--- src/atp_pkg.sv ---
package atp_pkg;

  localparam int IN_W          = 16;
  localparam int SUM_W         = 32;
  localparam int ROOT_W        = 24;
  localparam int REM_W         = 27;
  localparam int CUR_W         = REM_W + 2;
  localparam int CORDIC_STAGES = 16;
  localparam int ATAN_LEN      = 24;
  localparam int CORD_N        = (CORDIC_STAGES > ATAN_LEN) ? ATAN_LEN : CORDIC_STAGES;
  localparam int IDX_W         = 5;
  localparam int CW            = 27;
  localparam int ACC_W         = 25;
  localparam int ATAN_W        = 22;
  localparam int FINE_W        = 16;
  localparam int DEG_W         = 8;
  localparam int PDEG_W        = 7;
  localparam int PROD_W        = 23;
  localparam int RECIP_W       = 24;
  localparam int RECIP_SH      = 31;
  localparam int US_W          = 16;

  localparam logic signed [FINE_W-1:0] FINE_LIMIT = 16'sd23040;
  // ceil(2^31 / 180): exact quotient for every product below 2^23
  localparam logic [RECIP_W-1:0] RECIP_180 = 24'd11930465;
  localparam logic [US_W-1:0] PULSE_MIN_RST  = 16'd1000;
  localparam logic [US_W-1:0] PULSE_SPAN_RST = 16'd1000;

  localparam logic REG_PULSE_MIN  = 1'b0;
  localparam logic REG_PULSE_SPAN = 1'b1;

  typedef struct packed {
    logic signed [IN_W-1:0] x;
    logic                   zero;
    logic [SUM_W-1:0]       s;
    logic [REM_W-1:0]       rem;
    logic [ROOT_W-1:0]      root;
  } root_t;

  typedef struct packed {
    logic signed [CW-1:0]    cx;
    logic signed [CW-1:0]    cy;
    logic signed [ACC_W-1:0] acc;
    logic                    zero;
    logic                    xneg;
    logic                    xnz;
  } cord_t;

  // atan(2^-i) in units of 2^-16 degree
  function automatic logic [ATAN_W-1:0] atan_entry(input logic [IDX_W-1:0] idx);
    logic [ATAN_W-1:0] v;
    case (idx)
      5'd0:    v = 22'd2949120;
      5'd1:    v = 22'd1740967;
      5'd2:    v = 22'd919879;
      5'd3:    v = 22'd466945;
      5'd4:    v = 22'd234379;
      5'd5:    v = 22'd117304;
      5'd6:    v = 22'd58666;
      5'd7:    v = 22'd29335;
      5'd8:    v = 22'd14668;
      5'd9:    v = 22'd7334;
      5'd10:   v = 22'd3667;
      5'd11:   v = 22'd1833;
      5'd12:   v = 22'd917;
      5'd13:   v = 22'd458;
      5'd14:   v = 22'd229;
      5'd15:   v = 22'd115;
      5'd16:   v = 22'd57;
      5'd17:   v = 22'd29;
      5'd18:   v = 22'd14;
      5'd19:   v = 22'd7;
      5'd20:   v = 22'd4;
      5'd21:   v = 22'd2;
      5'd22:   v = 22'd1;
      default: v = 22'd0;
    endcase
    return v;
  endfunction

endpackage

--- src/atp_sqrt_cell.sv ---
module atp_sqrt_cell (
  input  logic           clk,
  input  logic           rst_n,
  input  logic           up_valid,
  output logic           up_ready,
  input  atp_pkg::root_t up_data,
  output logic           dn_valid,
  input  logic           dn_ready,
  output atp_pkg::root_t dn_data
);

  logic                           v_r;
  atp_pkg::root_t                 d_r;
  atp_pkg::root_t                 d_nxt;
  logic [atp_pkg::CUR_W-1:0]      cur;
  logic [atp_pkg::CUR_W-1:0]      trial;

  // one root bit per cell: bring down the next two operand bits, try 4q+1
  always_comb begin
    cur   = {up_data.rem, up_data.s[atp_pkg::SUM_W-1 -: 2]};
    trial = atp_pkg::CUR_W'({up_data.root, 2'b01});
    d_nxt = up_data;
    d_nxt.s = up_data.s << 2;
    if (cur >= trial) begin
      d_nxt.rem  = atp_pkg::REM_W'(cur - trial);
      d_nxt.root = {up_data.root[atp_pkg::ROOT_W-2:0], 1'b1};
    end else begin
      d_nxt.rem  = cur[atp_pkg::REM_W-1:0];
      d_nxt.root = {up_data.root[atp_pkg::ROOT_W-2:0], 1'b0};
    end
  end

  assign up_ready = !v_r || dn_ready;
  assign dn_valid = v_r;
  assign dn_data  = d_r;

  always_ff @(posedge clk) begin
    if (!rst_n) begin
      v_r <= 1'b0;
    end else if (up_ready) begin
      v_r <= up_valid;
    end
  end

  always_ff @(posedge clk) begin
    if (up_ready && up_valid) begin
      d_r <= d_nxt;
    end
  end

endmodule

--- config.mk ---
export PLATFORM = sky130hd
export DESIGN_NAME = atp_sqrt_cell
export DESIGN_NICKNAME = d
export VERILOG_FILES = /design/src/atp_pkg.sv /design/src/atp_sqrt_cell.sv
export SDC_FILE = /design/constraint.sdc
export NUM_CORES = 1
export LEC_CHECK = 0
export ABC_AREA = 1
export BUFFER_PORTS_ARGS = -buffer_cell sky130_fd_sc_hd__buf_2
export CORE_UTILIZATION = 45
export DETAILED_ROUTE_END_ITERATION = 16
export PLACE_DENSITY = 0.74
export SETUP_SLACK_MARGIN = 0.5
export SKIP_CTS_REPAIR_TIMING = 1
export SYNTH_ARGS = -nofsm -noshare
export SYNTH_HDL_FRONTEND = slang
export SYNTH_SLANG_ARGS = --single-unit
--- constraint.sdc ---
create_clock -name clk -period 6.7 [get_ports clk]
set_input_delay 0.67 -clock clk [delete_from_list [all_inputs] [get_ports clk]]
set_output_delay 0.67 -clock clk [all_outputs]
set_load 0.02 [all_outputs]
Yosys cells after proc, flatten, opt, wreduce, memory -nomap -nowiden
Cells that the tools add are included.
- $add $sub $neg: 1
- magnitude comparators: 1
- muxes and demuxes: 1
- reduce and logical (&&, ||, !) cells: 3
- operator list (kind ; number):
    $mux W51 ; 1
    $ge A29 B26 Y1 ; 1
    $sub A27 B26 Y27 ; 1
    $logic_and A1 B1 Y1 ; 1
    $logic_not A1 Y1 ; 1
    $logic_or A1 B1 Y1 ; 1
- bits in registers: 99
- input port bits: 104
- output and inout bits: 102
- word-level logic and storage cells: 12

Depth between registers and ports, before layout
- word-level depth: 3
- mapped depth: 16
- gate-level depth less buffers: 15

Worst setup path after synthesis
Ideal clock, no wire load.
- path kind: input to register
- start point: input up_valid
- end point: register d_r (netlist bit dn_data[0]) (enable)
- library setup time: 0.587 ns
- data arrival time: 5.439 ns
- data required time: 6.113 ns
- setup slack: 0.674 ns
- stages: 2
- path buffers: 0
- cell sequence: inv_1 -> a21oi_1
- word-level cells in the longest chain between the ends: 1
- ends and longest elaborated chain (what ; line ; text):
    from (decl) ; atp_sqrt_cell.sv:4 ; input logic up_valid,
    $logic_and A1 B1 Y1 ; atp_sqrt_cell.sv:46 ; if (up_ready && up_valid) begin
    to (signal assigned) ; atp_sqrt_cell.sv:47 ; d_r <= d_nxt;
    to (decl) ; atp_sqrt_cell.sv:13 ; atp_pkg::root_t d_r;
No other way between the ends.
A chain may end at the register's enable or synchronous reset.

==> results.sh <==
export IMPL_finClkSkew_ns=0.00662
export IMPL_slew_headroom_pct=54.7
export IMPL_syn2layout_area_growth_pct=26.7
export IMPL_n_antenna_cell=0
export IMPL_worst_path_max_fanout=29
export IMPL_timing_final_crit_share_pct=42.8
export IMPL_drtAntennaViolNets=0
export IMPL_final_cell_mix="nand2_1 (249), buf_2 (203), inv_1 (128)"
export IMPL_track_usage_pct=21.9
export IMPL_routedWlPerCell_um=13.4
export IMPL_crit_slowest_cell="nand2_2"
export IMPL_hold_violations=0
export IMPL_setup_worst_path_start_class="primary input"
export IMPL_dp_hpwl_mm=10.6
export IMPL_synth_cell_types=29
export IMPL_clk_transition_reported_paths_ns=0.07
export IMPL_final_common_cell="nand2_1"
export IMPL_yosys_warnings=0
export IMPL_crit_required_ns=6.80
export IMPL_drtIter0Drc=260
export IMPL_final_util_pct=59.6
export IMPL_core_area_sq_um=11700
export IMPL_path_class="in -> reg"
export IMPL_total_power_mw=1.64
export IMPL_grt_antenna_before_repair=0
export IMPL_vias_per_cell=4.63
export IMPL_clkLatencyLatePin_ns=0.35
export IMPL_hold_path_class="in -> reg"
export IMPL_die_y_um=112
export IMPL_maxSlewViolCount=0
export IMPL_nets=972
export IMPL_netlist_area_sq_um=5480
export IMPL_synth_seq_cells=99
export IMPL_path_cells="buf_2 -> inv_1 -> ha_1 -> nand2_1 -> nor2_1 -> nand2_1 -> nor2_1 -> nand2_1 -> nand2_2 -> inv_2 -> nand2_1 -> nand2_1"
export IMPL_yosysSeqAreaShare_pct=54.0
export IMPL_cts_tree="done"
export IMPL_grt_overflow=0
export IMPL_wl_mm=13.3
export IMPL_cts_buffers=9
export IMPL_htree_levels=3
export IMPL_min_period_ns=2.87
export IMPL_yosys_area_top_type="edfxtp_1"
export IMPL_drive_above_1_share_pct=28.8
export IMPL_grt_max_degree=54
export IMPL_ios=206
export IMPL_grt_pass1_vias=4361
export IMPL_grt_setup_unrepaired="no"
export IMPL_start_util_pct=47.0
export IMPL_crit_buf_inv=3
export IMPL_worst_pin_slew_ns=0.679
export IMPL_max_clock_freq_ghz=0.349
export IMPL_irDropWorstVdd_mv=0.112
export IMPL_tns_ns=0
export IMPL_status="complete, no violations"
export IMPL_crit_path_frequent_cell="nand2_1"
export IMPL_syn_inst=632
export IMPL_drc=0
export IMPL_yosys_top_cells_area="edfxtp_1 (54%), nand2_1 (17%), inv_1 (8.8%)"
export IMPL_dpl_cell_area_sq_um=6650
export IMPL_dieArea_sq_um=12600
export IMPL_die_width_um=112
export IMPL_placementRows=39
export IMPL_gp_congestion=0.877
export IMPL_setup_violations=0
export IMPL_worst_setup_path_end_kind="flop"
export IMPL_port_buffers=203
export IMPL_vias=4579
export IMPL_power_density_nw_per_um2=237
export IMPL_cts_path_max_buffers=2
export IMPL_synth_top_cell_area_share_pct=53.7
export IMPL_drtPass1Iterations=5
export IMPL_root_buffer="clkbuf_16"
export IMPL_holdWs_ns=0.493
export IMPL_critPathMaxStageDelay_ns=0.50
export IMPL_crit_family="simple AND/OR/NAND/NOR gates"
export IMPL_cap_viol_max_count=0
export IMPL_cts_sinks=99
export IMPL_leakage_nw=3.69
export IMPL_fin_area_sq_um=6950
export IMPL_avgSynthCellArea_sq_um=8.68
export IMPL_worst_ep_arrival_time_ns=2.97
export IMPL_grt_pass1_wl_mm=21.1
-- cell type report --
cell class	count	area [sq um]
clock buffer	11	243
clock inverter	5	60.1
inverter	130	488
sequential	99	2960
timing repair buffer	205	1030
fill	1051	4710
multi-input combinational	397	1980
tap	143	179
-- sequential cells by signal (all words and copies together), names as in the netlist --
register	cells
dn_data	98
dn_valid	1
-- synth_stat cells --
cell / instances
nand3b_1: 4
buf_4: 2
xor2_1: 15
ha_1: 26
nand3_1: 26
dfxtp_1: 1
inv_2: 1
inv_1: 128
xnor2_1: 1
nor2_1: 23
nand2_2: 7
or2_2: 1
clkinv_1: 1
a21boi_0: 1
conb_1: 1
buf_6: 2
nor2_4: 1
edfxtp_1: 98
buf_2: 2
nor2_2: 8
o21ai_2: 1
buf_8: 1
o21ai_0: 3
and2_1: 3
nand4_1: 6
nand3_2: 4
nor3_1: 2
a21oi_1: 14
nand2_1: 249
-- report_power, final --
part | total [mW] | switching, mW | internal (mW) | leakage [nW]
combinational | 0.363 | 0.238 | 0.124 | 2.59
clock | 0.528 | 0.227 | 0.301 | 0.146
sequential | 0.754 | 0.0107 | 0.743 | 0.955
total | 1.64 | 0.476 | 1.17 | 3.69
-- worst paths after layout --
check	startpoint	to	slack, ns	cells after the start
worst max register to register	dn_valid$_SDFFE_PN0N_	dn_data[38]$_DFFE_PP_	5.25	2
worst min register to register	dn_valid$_SDFFE_PN0N_	dn_valid$_SDFFE_PN0N_	0.56	2
worst min-delay path	up_data[87]	dn_data[87]$_DFFE_PP_	0.49	1
worst max-delay path	up_data[14]	dn_data[41]$_DFFE_PP_	3.83	12
-- worst register-to-register path, delay by kind of cell, from the launching register on --
family          cells  cell delay [ns]
compound gates      1             0.15
buf+inv             1             0.56
flops               1             0.35
-- through the flow --
stage               worst slack [ns]  instances
floorplan                      0.674        633
global placement                3.47        974
detailed placement              3.44        974
CTS                             3.81        990
global route                    3.54        990
finish                          3.83        990
-- per-layer routing --
metal	routed length [um]	part of all wire (%)	GRT usage, %
met1	5500	41	25.6
met2	6700	50	39.5
met3	882	6.6	5.18
met4	185	1.4	7.20
met5	0	0	0
-- logic make-up (layout without fill, tap and decap cells) --
| kind of cell | count (synthesis) | after routing | share of synthesized area (%) |
|---|---|---|---|
| other | 1 | 2 | 0.0684 |
| adders and majority gates | 26 | 26 | 5.93 |
| and+or+nand+nor | 334 | 334 | 25.5 |
| buffers and inverters | 137 | 351 | 10.0 |
| xor gates and xnor gates | 16 | 16 | 2.56 |
| AOI/OAI and AO/OA | 19 | 19 | 1.85 |
| DFF | 99 | 99 | 54.0 |
No activity file was read; power rests on OpenSTA's default activity.
