### config.mk
export PLATFORM = sky130hd
export DESIGN_NAME = atp_cordic_cell
export DESIGN_NICKNAME = d
export VERILOG_FILES = /design/src/atp_pkg.sv /design/src/atp_cordic_cell.sv
export SDC_FILE = /design/constraint.sdc
export NUM_CORES = 1
export LEC_CHECK = 0
export ABC_AREA = 1
export ABC_CLOCK_PERIOD_IN_PS = 11000
export BUFFER_PORTS_ARGS = -buffer_cell sky130_fd_sc_hd__buf_2
export CAP_MARGIN = 0
export CORE_MARGIN = 4
export CORE_UTILIZATION = 30
export DETAILED_ROUTE_END_ITERATION = 7
export PLACE_DENSITY = 0.58
export SYNTH_ARGS = -nofsm -noshare
export SYNTH_HDL_FRONTEND = slang
export SYNTH_SLANG_ARGS = --single-unit
### constraint.sdc
create_clock -name clk -period 11 [get_ports clk]
set_input_delay 1.1 -clock clk [delete_from_list [all_inputs] [get_ports clk]]
set_output_delay 1.1 -clock clk [all_outputs]
set_load 0.005 [all_outputs]
### src/atp_pkg.sv
package atp_pkg;

  localparam int IN_W          = 16;
  localparam int SUM_W         = 32;
  localparam int ROOT_W        = 24;
  localparam int REM_W         = 27;
  localparam int CUR_W         = REM_W + 2;
  localparam int CORDIC_STAGES = 16;
  localparam int ATAN_LEN      = 24;
  localparam int CORD_N        = (CORDIC_STAGES > ATAN_LEN) ? ATAN_LEN : CORDIC_STAGES;
  localparam int IDX_W         = 5;
  localparam int CW            = 27;
  localparam int ACC_W         = 25;
  localparam int ATAN_W        = 22;
  localparam int FINE_W        = 16;
  localparam int DEG_W         = 8;
  localparam int PDEG_W        = 7;
  localparam int PROD_W        = 23;
  localparam int RECIP_W       = 24;
  localparam int RECIP_SH      = 31;
  localparam int US_W          = 16;

  localparam logic signed [FINE_W-1:0] FINE_LIMIT = 16'sd23040;
  // ceil(2^31 / 180): exact quotient for every product below 2^23
  localparam logic [RECIP_W-1:0] RECIP_180 = 24'd11930465;
  localparam logic [US_W-1:0] PULSE_MIN_RST  = 16'd1000;
  localparam logic [US_W-1:0] PULSE_SPAN_RST = 16'd1000;

  localparam logic REG_PULSE_MIN  = 1'b0;
  localparam logic REG_PULSE_SPAN = 1'b1;

  typedef struct packed {
    logic signed [IN_W-1:0] x;
    logic                   zero;
    logic [SUM_W-1:0]       s;
    logic [REM_W-1:0]       rem;
    logic [ROOT_W-1:0]      root;
  } root_t;

  typedef struct packed {
    logic signed [CW-1:0]    cx;
    logic signed [CW-1:0]    cy;
    logic signed [ACC_W-1:0] acc;
    logic                    zero;
    logic                    xneg;
    logic                    xnz;
  } cord_t;

  // atan(2^-i) in units of 2^-16 degree
  function automatic logic [ATAN_W-1:0] atan_entry(input logic [IDX_W-1:0] idx);
    logic [ATAN_W-1:0] v;
    case (idx)
      5'd0:    v = 22'd2949120;
      5'd1:    v = 22'd1740967;
      5'd2:    v = 22'd919879;
      5'd3:    v = 22'd466945;
      5'd4:    v = 22'd234379;
      5'd5:    v = 22'd117304;
      5'd6:    v = 22'd58666;
      5'd7:    v = 22'd29335;
      5'd8:    v = 22'd14668;
      5'd9:    v = 22'd7334;
      5'd10:   v = 22'd3667;
      5'd11:   v = 22'd1833;
      5'd12:   v = 22'd917;
      5'd13:   v = 22'd458;
      5'd14:   v = 22'd229;
      5'd15:   v = 22'd115;
      5'd16:   v = 22'd57;
      5'd17:   v = 22'd29;
      5'd18:   v = 22'd14;
      5'd19:   v = 22'd7;
      5'd20:   v = 22'd4;
      5'd21:   v = 22'd2;
      5'd22:   v = 22'd1;
      default: v = 22'd0;
    endcase
    return v;
  endfunction

endpackage

### src/atp_cordic_cell.sv
module atp_cordic_cell (
  input  logic                      clk,
  input  logic                      rst_n,
  input  logic [atp_pkg::IDX_W-1:0] stage_idx,
  input  logic                      up_valid,
  output logic                      up_ready,
  input  atp_pkg::cord_t            up_data,
  output logic                      dn_valid,
  input  logic                      dn_ready,
  output atp_pkg::cord_t            dn_data
);

  logic                             v_r;
  atp_pkg::cord_t                   d_r;
  atp_pkg::cord_t                   d_nxt;
  logic signed [atp_pkg::CW-1:0]    dx;
  logic signed [atp_pkg::CW-1:0]    dy;
  logic signed [atp_pkg::ACC_W-1:0] at;

  // vectoring step: drive cy towards zero, floor shifts
  always_comb begin
    dx    = up_data.cy >>> stage_idx;
    dy    = up_data.cx >>> stage_idx;
    at    = signed'(atp_pkg::ACC_W'(atp_pkg::atan_entry(stage_idx)));
    d_nxt = up_data;
    if (!up_data.cy[atp_pkg::CW-1]) begin
      d_nxt.cx  = up_data.cx + dx;
      d_nxt.cy  = up_data.cy - dy;
      d_nxt.acc = up_data.acc + at;
    end else begin
      d_nxt.cx  = up_data.cx - dx;
      d_nxt.cy  = up_data.cy + dy;
      d_nxt.acc = up_data.acc - at;
    end
  end

  assign up_ready = !v_r || dn_ready;
  assign dn_valid = v_r;
  assign dn_data  = d_r;

  always_ff @(posedge clk) begin
    if (!rst_n) begin
      v_r <= 1'b0;
    end else if (up_ready) begin
      v_r <= up_valid;
    end
  end

  always_ff @(posedge clk) begin
    if (up_ready && up_valid) begin
      d_r <= d_nxt;
    end
  end

endmodule

== Word level (Yosys, flattened, before mapping) ==
Memories as Yosys holds them, arrays and structs flattened.
Cells that the tools add are included.
Widths: inputs -> output; s select.

* Bits in read-only memories: 704
* Register bits after elaboration: 83
* Memories: 1
* Word-level logic and storage cells: 20
* Bits of input ports: 91

* Shifts and indexed selects: 2
* Reduce and logical (&&, ||, !) cells: 3
* Muxes and demuxes: 1
* Add/subtract/negate cells: 6

{| class="wikitable"
|+ Memory list
! name !! depth !! width !! rd ports !! clocked after Yosys merged registers in !! write ports !! line !! RTL
|-
| (name not given) || 32 || 22 || 1 || 0 || 0 || atp_pkg.sv:52 || <nowiki>case (idx)</nowiki>
|}

{| class="wikitable"
|+ Operator list
! cell !! count
|-
| $mux 79 || 1
|-
| $add 27x27->27 || 2
|-
| $sshr 27x5->27 || 2
|-
| $sub 27x27->27 || 2
|-
| $add 25x23->25 || 1
|-
| $sub 25x23->25 || 1
|-
| $logic_and 1x1->1 || 1
|-
| $logic_not 1->1 || 1
|-
| $logic_or 1x1->1 || 1
|}

== Longest topological paths before layout ==
Gate-level depths: netlist (run 1).

* Depth in word-level cells: 3
* Gate-level depth with buffers: 34

== Worst setup path before layout (run 1) ==
OpenSTA, ideal clock, no wires.

* Path kind: input to register
* From: in up_valid
* To: reg d_r, in the netlist dn_data[0] (enable)
* Required time: 10.451 ns
* Arrival time: 5.105 ns
* Stages on the path: 2
* Slack: 5.346 ns
* Path through: inv_1 a21oi_1

* Longest elaborated chain between the ends: 1

{| class="wikitable"
|+ Ends and longest elaborated chain
! item !! line !! RTL
|-
| start, declared || atp_cordic_cell.sv:5 || <nowiki>input logic up_valid,</nowiki>
|-
| $logic_and 1x1->1 || atp_cordic_cell.sv:50 || <nowiki>if (up_ready && up_valid) begin</nowiki>
|-
| end signal, assigned || atp_cordic_cell.sv:51 || <nowiki>d_r <= d_nxt;</nowiki>
|-
| end, declared || atp_cordic_cell.sv:14 || <nowiki>atp_pkg::cord_t d_r;</nowiki>
|}

No other way between the ends.
A chain may end at the register's enable or synchronous reset.

==> reports/qor.yml, run 1 <==
run_status: "completed"
clk_transition_reported_paths_ns: 0.07
ff_latch_area_um2: 2482
ctsHoldBuffers: 0
data_required_time_of_the_worst_path_ns: 11.13
sequential_to_total_area_share_from_yosys_stat_pct: 20.75
maxSlewViolCount: 0
tritoncts_clock_tree: "done"
timing.rr.start: "dn_valid"
whs_path_depth: 2
area_taken_by_multi_input_logic_gates_um2: 8464
cts_root_buffer: "clkbuf_16"
max_slew_margin_pct: 21.19
synthesis.yosys.warnings: 0
finalWeightedCongestion: 0.9455
worstMarginPinSlew_ns: 1.167
synth.mux.area_fraction_pct: 0
timing.reg2reg.worst_path_depth: 2
cellPowerDensity_nw_per_um2: 121.6
io_buffers: 174
pin_count_of_the_biggest_net_entering_global_routing: 83
critical_path_class: "input port to flop"
die_outline_height_um: 207.7
arrival_ns: 6.63
dominantRegCellSynth: "edfxtp_1"
routed-via-count: 13320
finClkSkew_ns: 0.009355
grt_antenna_before_repair: 2
finalSetupViolations: 0
grt_remaining_overflow: 0
endpoint_class_of_the_critical_path: "flop"
fin_nets: 2242
fillCellCount: 4335
internal_power_mw: 0.9374
timing.hold.worst.start: "dn_valid"
placedInstanceArea_um2: 13210
ys_async_sr_fraction_pct: 0
synth-simple-area-share_pct: 41.19
max_capacitance_violation_count: 0
timing.hold.ws_ns: 0.5760
comb_power_share_pct: 52.4
avgViaCountPerCell: 5.160
grt.total_usage_pct: 19.31
die-width_um: 207.7
ys_seq_elements: 83
p_seq_share_pct: 28.5
hpwl_dp_um: 35130
firstDrtPassIters: 7
min_path_type: "flop to flop"
cts_buffers: 9
drt-initial-drc-count: 1191
cts.sink_count: 83
synth_compound_area_share_pct: 11.26
largest_family_of_logic_cells_by_synthesized_area: "simple AND/OR/NAND/NOR gates"
core_area_um2: 39010
grt_pass1_vias: 12770
startpoint_class_of_the_critical_path: "input port"
insertion_delay_ns: 0.37
synth_area_um2: 11960
yosys.area_share.xor_xnor_pct: 8.201
cts_htree_levels: 3
drc_errors: 0
num_rows: 72
end_of_the_worst_hold_path: "dn_valid"
switching_share_pct: 42.93
postSynthAreaPerCell_um2: 6.204
cp_max_fo: 62
synthAdderAreaFrac_pct: 10.02
initial_utilization_pct: 30.66
finalWirelength_um: 43470
dieArea_um2: 43130
route.detailed.wl_per_inst_um: 16.84
setup_bufs_post_cts: 0
floorplan.io_pins: 175
cts.path.max_buffers: 2
power.share.clock_pct: 19.1
synth_enable_flop_cells: 82
unrepaired_setup_endpoints_after_global_routing: "no"
mappedNetlistNets: 2113
fmax_mhz: 153.9
fin_setup_tns_ns: 0
postRouteAntennaNets: 0
timing_hold_violations_final: 0
finalWorstPathRequiredPeriod_ns: 6.497
finalCritPeriodShare_pct: 59.06
stdcell_area_um2: 13510
syn-instance-count: 1928
endpoint_of_the_worst_register_to_register_path: "dn_data[44]"
vdd_ir_drop_max_mv: 0.07918
grt_pass1_wl_um: 67450
rrSetupSlack_ns: 9.23
flow.area_growth_from_synthesis_pct: 12.94
total_switching_power_mw: 0.7052
post_synth_num_cell_types: 48
layout-drive-gt1-share_pct: 12.37
postCtsResizedCells: 0
p_leak_nw: 6.769
-- power by group through the flow --
stage,logic (mW),registers [mW],clock network [mW]
after floorplan,0.583,0.487,0
after global placement,0.858,0.475,0
after detailed placement,0.856,0.474,0
after CTS,0.863,0.469,0.328
after global routing,0.969,0.474,0.339
final,0.860,0.468,0.314
-- layout make-up --
cell class | count | area share [%]
Inverter | 182 | 5.057
Clock buffer | 10 | 1.695
Antenna cell | 2 | 0.03705
Timing Repair Buffer | 182 | 6.891
Multi-Input combinational cell | 1599 | 62.66
Sequential cell | 83 | 18.38
Clock inverter | 6 | 0.4909
Tap cell | 518 | 4.798
-- metal layers --
metal / GRT usage (%) / share of wire, % / vias to the layer above
li1: - / - / 6680
met1: 25.40 / 45 / 6095
met2: 31.80 / 46 / 475
met3: 3.461 / 6.5 / 73
met4: 7.135 / 3.2 / 0
met5: 0 / 0 / -
-- stage by stage --
stage | power, mW | instances | util (%) | setup slack, ns
finish | 1.643 | 2582 | 34.63 | 4.503
global route | 1.782 | 2581 | 34.63 | 4.003
CTS | 1.660 | 2580 | 34.62 | 4.521
detailed placement | 1.331 | 2564 | 33.86 | 4.157
global placement | 1.333 | 2564 | 33.86 | 4.186
floorplan | 1.070 | 1928 | - | 5.346
-- critical path: stages --
cell      delay (ns)
buf_2           0.81
inv_2           0.73
nand2_1         0.28
nand3_1         0.13
nand3_1         0.15
nand3_1         0.13
nand3_1         0.15
nand2_1         0.10
inv_1           0.08
ha_1            0.19
nand3_1         0.10
nor2_2          0.20
nor2_1          0.08
xor2_1          0.23
inv_1           0.08
ha_1            0.35
nand2_1         0.07
inv_1           0.05
a21boi_0        0.15
o311ai_0        0.99
nand2_1         0.11
nand3_1         0.14
inv_1           0.05
nand3_1         0.07
nand2_1         0.07
-- Yosys cell counts, drive strengths merged, types with 2 or more instances --
cell | instances | share of area, %
a21boi | 3 | 0.19
a21o | 2 | 0.13
a21oi | 116 | 4.9
a31oi | 7 | 0.37
and2 | 2 | 0.10
buf | 42 | 2.2
clkbuf | 22 | 0.69
clkinv | 5 | 0.16
edfxtp | 82 | 21
fa | 3 | 0.50
ha | 91 | 9.5
inv | 177 | 5.6
nand2 | 636 | 20
nand3 | 302 | 13
nand3b | 6 | 0.38
nand4 | 19 | 0.99
nor2 | 151 | 5.3
nor3 | 20 | 0.96
nor4 | 9 | 0.47
o211ai | 4 | 0.25
o21a | 5 | 0.31
o21ai | 85 | 3.7
o21bai | 8 | 0.50
o221ai | 4 | 0.29
o22ai | 4 | 0.21
o31ai | 2 | 0.13
or2 | 3 | 0.16
xnor2 | 32 | 2.3
xor2 | 80 | 5.9
-- how the worst max path moves through the flow --
stage / slack, ns / endpoint / cells past startpoint / from
floorplan: 5.35 / dn_data[0] / 2 / up_valid
global placement: 4.19 / dn_data[54] / 27 / stage_idx[0]
detailed placement: 4.16 / dn_data[54] / 25 / stage_idx[0]
CTS: 4.52 / dn_data[54] / 25 / stage_idx[0]
global route: 4.00 / dn_data[50] / 25 / stage_idx[0]
finish: 4.50 / dn_data[54] / 25 / stage_idx[0]
-- placed cells by master, fill, tap and decap left out, types with 13 or more instances in the layout --
| master | Yosys | routed |
|---|---|---|
| nand4_1 | 19 | 19 |
| nor2_2 | 13 | 13 |
| o21ai_0 | 72 | 72 |
| inv_1 | 158 | 158 |
| nor3_1 | 17 | 17 |
| nor2_1 | 134 | 134 |
| xor2_1 | 80 | 80 |
| nand2_1 | 630 | 630 |
| inv_2 | 19 | 19 |
| nand3_1 | 300 | 300 |
| a21oi_1 | 113 | 112 |
| xnor2_1 | 32 | 32 |
| edfxtp_1 | 82 | 82 |
| buf_2 | 22 | 174 |
| ha_1 | 91 | 91 |
-- kinds of logic after synthesis --
kind of cell             after synthesis
AO/OA/AOI/OAI                        244
XOR/XNOR                             112
adder cells (fa/ha/maj)               94
buffers and inverters                246
flip-flops                            83
AND/OR/NAND/NOR                     1149
-- sequential cells by signal, indices dropped and copies added (netlist names) --
register	cells
dn_valid	1
dn_data	82
No activity file was read; power rests on OpenSTA's default activity.
==> inputs of run 2 (changes only) <==
--- a/config.mk
+++ b/config.mk
@@ -5,14 +5,14 @@
 export SDC_FILE = /design/constraint.sdc
 export NUM_CORES = 1
 export LEC_CHECK = 0
-export ABC_AREA = 1
-export ABC_CLOCK_PERIOD_IN_PS = 11000
+export ABC_AREA = 0
+export ABC_CLOCK_PERIOD_IN_PS = 5600
 export BUFFER_PORTS_ARGS = -buffer_cell sky130_fd_sc_hd__buf_2
 export CAP_MARGIN = 0
 export CORE_MARGIN = 4
 export CORE_UTILIZATION = 30
 export DETAILED_ROUTE_END_ITERATION = 7
-export PLACE_DENSITY = 0.58
+export PLACE_DENSITY = 0.6
 export SYNTH_ARGS = -nofsm -noshare
 export SYNTH_HDL_FRONTEND = slang
 export SYNTH_SLANG_ARGS = --single-unit
==> constraint.sdc (replaced) <==
create_clock -name clk -period 5.6 [get_ports clk]
set_input_delay 0.56 -clock clk [delete_from_list [all_inputs] [get_ports clk]]
set_output_delay 0.56 -clock clk [all_outputs]
set_load 0.005 [all_outputs]
==> reports/qor.yml, run 2 <==
run_status: "completed"
vdd_ir_drop_max_mv: 0.1686
floorplan.io_pins: 175
fin_nets: 1948
maxSlewViolCount: 0
post_synth_num_cell_types: 87
drt-initial-drc-count: 872
cts_htree_levels: 3
syn-instance-count: 1328
netlist_top_cells_count: "130 x nor2_1, 102 x a21oi_1, 93 x nand2_1"
mappedNetlistNets: 1513
max_slew_margin_pct: 24.54
synthesis.yosys.warnings: 0
routed-via-count: 12370
synth_area_um2: 11720
final_common_cell: "buf_4"
finalWirelength_um: 45210
cellPowerDensity_nw_per_um2: 220.2
dominantRegCellSynth: "edfxtp_1"
finalCritPeriodShare_pct: 96.00
io_buffers: 174
ys_seq_elements: 83
die_outline_height_um: 205.6
tritoncts_clock_tree: "done"
clk_transition_reported_paths_ns: 0.07
startpoint_class_of_the_critical_path: "input port"
grt_remaining_overflow: 0
route.detailed.wl_per_inst_um: 19.77
hpwl_dp_um: 36570
cp_max_fo: 26
endpoint_class_of_the_critical_path: "flop"
num_rows: 72
grt.total_usage_pct: 21.23
min_path_type: "input port to flop"
layout-drive-gt1-share_pct: 34.80
cts.sink_count: 83
fillCellCount: 3911
timing_hold_violations_final: 0
synth_area_leaders: "edfxtp_1 21%, ha_1 9.7%, mux4_2 8.5%"
ys_async_sr_fraction_pct: 0
cts_root_buffer: "clkbuf_16"
drc_errors: 0
grt_pass1_wl_um: 69640
worstMarginPinSlew_ns: 1.132
cts_buffers: 9
flow.area_growth_from_synthesis_pct: 34.59
fmax_mhz: 186.0
core_area_um2: 38650
max_capacitance_violation_count: 0
insertion_delay_ns: 0.39
dieArea_um2: 42290
place.detailed.instances: 2267
postSynthAreaPerCell_um2: 8.824
fin_setup_tns_ns: 0
grt_antenna_before_repair: 0
synth_top_area_share_pct: 21.01
synth_enable_flop_cells: 82
finalWorstPathRequiredPeriod_ns: 5.376
most_frequent_cells_in_the_layout: "315 x buf_4, 171 x buf_2, 129 x nor2_1"
arrival_ns: 5.53
firstDrtPassIters: 5
timing.hold.ws_ns: 0.3449
largest_register_ff_count: 82
fin_cells: 2286
finClkSkew_ns: 0.006689
finalSetupViolations: 0
pin_count_of_the_biggest_net_entering_global_routing: 83
ctsHoldBuffers: 0
critical_path_class: "input port to flop"
initial_utilization_pct: 30.32
data_required_time_of_the_worst_path_ns: 5.75
rrSetupSlack_ns: 3.86
grt_pass1_vias: 12080
synth_top_cell_by_area: "edfxtp_1"
cts.path.max_buffers: 2
p_leak_nw: 6.936
die-width_um: 205.6
avgViaCountPerCell: 5.410
yosysMostFrequentCell: "nor2_1"
sequential_to_total_area_share_from_yosys_stat_pct: 21.18
finalWeightedCongestion: 0.9650
postRouteAntennaNets: 0
## run 2: cell count changes in the layout (fill, tap and decap cells not counted), sizes merged, moves of 23 or more
cell,before,now
a21o,2,25
mux4,0,54
inv,177,49
mux2i,0,46
nand3,302,37
xnor2,32,77
xor2,80,36
buf,182,492
nand2,636,94
## run 2: final timing paths
kind                            cells after the start          from          end
worst max-delay path                               23  stage_idx[2]  dn_data[80]
worst min register to register                      2      dn_valid     dn_valid
worst max register to register                      2      dn_valid   dn_data[8]
worst min-delay path                                1    up_data[0]   dn_data[0]
## run 2: routing by layer
metal	GRT usage, %	wire length (um)	up-vias
li1	-	-	5920
met1	29.56	21080	5959
met5	0	0	-
met3	3.499	2644	52
met2	33.91	20410	436
met4	6.292	1065	0
## run 2: cells by family (layout without fill, tap and decap cells)
family | Yosys count | in the layout | synth area share, %
simple gates | 419 | 419 | 17.57
compound gates | 386 | 386 | 21.96
buf+inv | 119 | 558 | 4.634
mux | 114 | 114 | 15.97
xor+xnor | 113 | 113 | 8.445
fa+ha+maj | 94 | 94 | 10.23
flops | 83 | 83 | 21.18
other cells | 0 | 1 | 0
## run 2: layout make-up
class	count	area (um2)	area share, %
antenna	1	2.502	0.01587
clock buffer	9	225.2	1.428
clock inverter	6	57.56	0.3649
inverter	50	187.7	1.190
multi-input combinational	1126	8835	56.01
sequential	83	2482	15.74
tap	518	648.1	4.109
timing repair buffer	493	3334	21.14
## run 2: critical path: stages
cell and delay (ns):
buf_4 0.21, buf_4 0.27, or2_2 0.33, nor2_1 0.17, mux2i_1 0.18, a222oi_1 0.62, nor3_1 0.16, and3_1 0.23
buf_4 0.14, or4_1 0.45, nand3_1 0.13, ha_1 0.28, and3_1 0.20, and2_1 0.16, o211ai_1 0.12, a21boi_0 0.17
buf_4 0.18, o31ai_2 0.24, a21oi_1 0.18, nand4_1 0.12, nand4b_1 0.10, a21oi_1 0.19, xnor2_1 0.09
## run 2: timing repair
action | CTS | global route
resized for setup | 1 | 37
pin swaps | 0 | 8
setup buffers | 1 | 2
endpoints found under the hold margin | 0 | 0
endpoints found under the setup margin | 4 | 15
## run 2: power by group
group / switching, mW / internal [mW] / leakage (nW)
logic: 1.00 / 0.956 / 6.00
registers: 0.0266 / 0.869 / 0.799
clock network: 0.279 / 0.338 / 0.132
## run 2: per-stage QoR
stage | utilization, % | worst slack [ns] | area, um2 | power, mW
final | 40.81 | 0.2238 | 15770 | 3.473
after global routing | 40.81 | -0.03018 | 15770 | 3.730
after CTS | 40.37 | 0.01419 | 15600 | 3.472
after detailed placement | 39.61 | -0.6590 | 15310 | 2.824
after global placement | 39.61 | -0.5927 | 15310 | 2.801
after floorplan | - | 0.07343 | 11730 | 2.016
==> inputs of run 3 (changes only) <==
--- a/config.mk
+++ b/config.mk
@@ -9,8 +9,10 @@
 export ABC_CLOCK_PERIOD_IN_PS = 5600
 export BUFFER_PORTS_ARGS = -buffer_cell sky130_fd_sc_hd__buf_2
 export CAP_MARGIN = 0
+export CORE_ASPECT_RATIO = 0.8
 export CORE_MARGIN = 4
 export CORE_UTILIZATION = 30
+export CTS_CLUSTER_SIZE = 24
 export DETAILED_ROUTE_END_ITERATION = 7
 export PLACE_DENSITY = 0.6
 export SYNTH_ARGS = -nofsm -noshare
==> reports/qor.yml, run 3 (synthesized netlist as in run 2, its figures left out) <==
run_status: "completed"
critical_path_buf_inv_count: 3
grt_remaining_overflow: 0
finalCritPeriodShare_pct: 95.47
tritoncts_clock_tree: "done"
num_rows: 64
fmax_mhz: 187.1
insertion_delay_ns: 0.39
largest_register_ff_count: 82
avgViaCountPerCell: 5.475
cts_root_buffer: "clkbuf_16"
finalWeightedCongestion: 0.9369
fin_cells: 2210
arrival_ns: 5.48
cts_buffers: 9
fin_nets: 1894
min_path_type: "input port to flop"
grt_pass1_vias: 11660
pin_count_of_the_biggest_net_entering_global_routing: 83
startpoint_class_of_the_critical_path: "input port"
layout-drive-gt1-share_pct: 32.50
dieArea_um2: 42310
postRouteAntennaNets: 0
cts_htree_levels: 3
timing.reg2reg.worst_path_depth: 3
timing.critical_path.cells: "buf_6 > buf_4 > mux4_2 > mux2_2 > nand3_1 > o211a_1 > ha_2 > inv_1 > a2111oi_2 > and4b_1 > and2_1 > nand3_2 > o41a_1 > o211ai_1 > ha_1 > a21o_1 > a21oi_2 > o31ai_2 > o41ai_2 > o21ai_1 > o21a_1 > o21ai_0 > a21oi_1 > xnor2_1"
place.detailed.instances: 2191
cts.sink_count: 83
finalWorstPathRequiredPeriod_ns: 5.346
die_outline_height_um: 184.8
initial_utilization_pct: 30.49
core_area_um2: 38440
grt.total_usage_pct: 20.76
cp_max_fo: 13
cellPowerDensity_nw_per_um2: 225.7
slowest_stage: "mux4_2"
maxSlewViolCount: 0
fin_util_pct: 39.84
worstMarginPinSlew_ns: 1.119
grt_antenna_before_repair: 0
vdd_ir_drop_max_mv: 0.1266
critical_path_cell_count: 24
grt_pass1_wl_um: 68520
io_buffers: 174
data_required_time_of_the_worst_path_ns: 5.74
final_common_cell: "buf_4"
max_capacitance_violation_count: 0
whs_path_depth: 1
drc_errors: 0
finClkSkew_ns: 0.008739
clk_transition_reported_paths_ns: 0.06
p_leak_nw: 6.666
routed-via-count: 12100
flow.area_growth_from_synthesis_pct: 30.66
finalWirelength_um: 44760
drt-initial-drc-count: 1145
route.detailed.wl_per_inst_um: 20.25
timing_hold_violations_final: 0
critical_path.max_stage_delay_ns: 0.48
floorplan.io_pins: 175
cts.path.max_buffers: 2
endpoint_class_of_the_critical_path: "flop"
firstDrtPassIters: 6
critical_path_class: "input port to flop"
max_slew_margin_pct: 25.41
cp_top_family: "compound AO/OA/AOI/OAI gates"
finalSetupViolations: 0
most_frequent_cells_in_the_layout: "262 x buf_4, 171 x buf_2, 130 x nor2_1"
ctsHoldBuffers: 0
die-width_um: 229.0
hpwl_dp_um: 36330
fin_setup_tns_ns: 0
==> run 3: cell count changes in the layout (fill, tap and decap cells not counted), sizes merged <==
cell      before  now
buf          492  438
clkinvlp       2    3
bufinv         1    2
inv           49   48
==> run 3: timing repair <==
item,4_1_cts,5_1_grt
gates resized for setup,0,25
setup buffers,0,2
endpoints found under the setup margin,0,13
==> run 3: final timing paths <==
path | to | slack (ns) | startpoint
setup / recovery | dn_data[81] | 0.25 | stage_idx[0]
hold reg to reg | dn_valid | 0.54 | dn_valid
setup reg to reg | dn_data[0] | 3.78 | dn_valid
hold / removal | dn_data[2] | 0.35 | up_data[2]
==> run 3: per-layer routing <==
layer	up-vias	track usage, %	routed length (um)
li1	5812	-	-
met2	417	30.65	18880
met3	43	5.689	3523
met4	0	4.696	695
met5	-	0	0
met1	5827	30.27	21650
==> run 3: final cells by class <==
cell class | instances | area [um2]
Fill cell | 3919 | 23120
Timing Repair Buffer | 439 | 2913
Sequential cell | 83 | 2482
Antenna cell | 1 | 2.502
Multi-Input combinational cell | 1126 | 8786
Clock inverter | 7 | 92.59
Tap cell | 495 | 619.3
Clock buffer | 9 | 225.2
Inverter | 50 | 191.4
==> run 3: report_power, final <==
group | internal (mW) | switching (mW) | total, mW
logic | 0.907 | 0.990 | 1.90
registers | 0.869 | 0.0259 | 0.895
clock network | 0.388 | 0.276 | 0.664
total | 2.16 | 1.29 | 3.46
==> run 3: through the flow <==
step | setup WS [ns] | hold slack, ns | cell area (um2) | power, mW
final | 0.2539 | 0.3465 | 15310 | 3.456
after global routing | -0.006729 | 0.3176 | 15310 | 3.716
after CTS | 0.1632 | 0.3125 | 15200 | 3.466
after detailed placement | -0.2626 | 0.5383 | 14880 | 2.767
after global placement | -0.2372 | 0.5073 | 14880 | 2.745
after floorplan | 0.07343 | 0.5366 | 11730 | 2.016
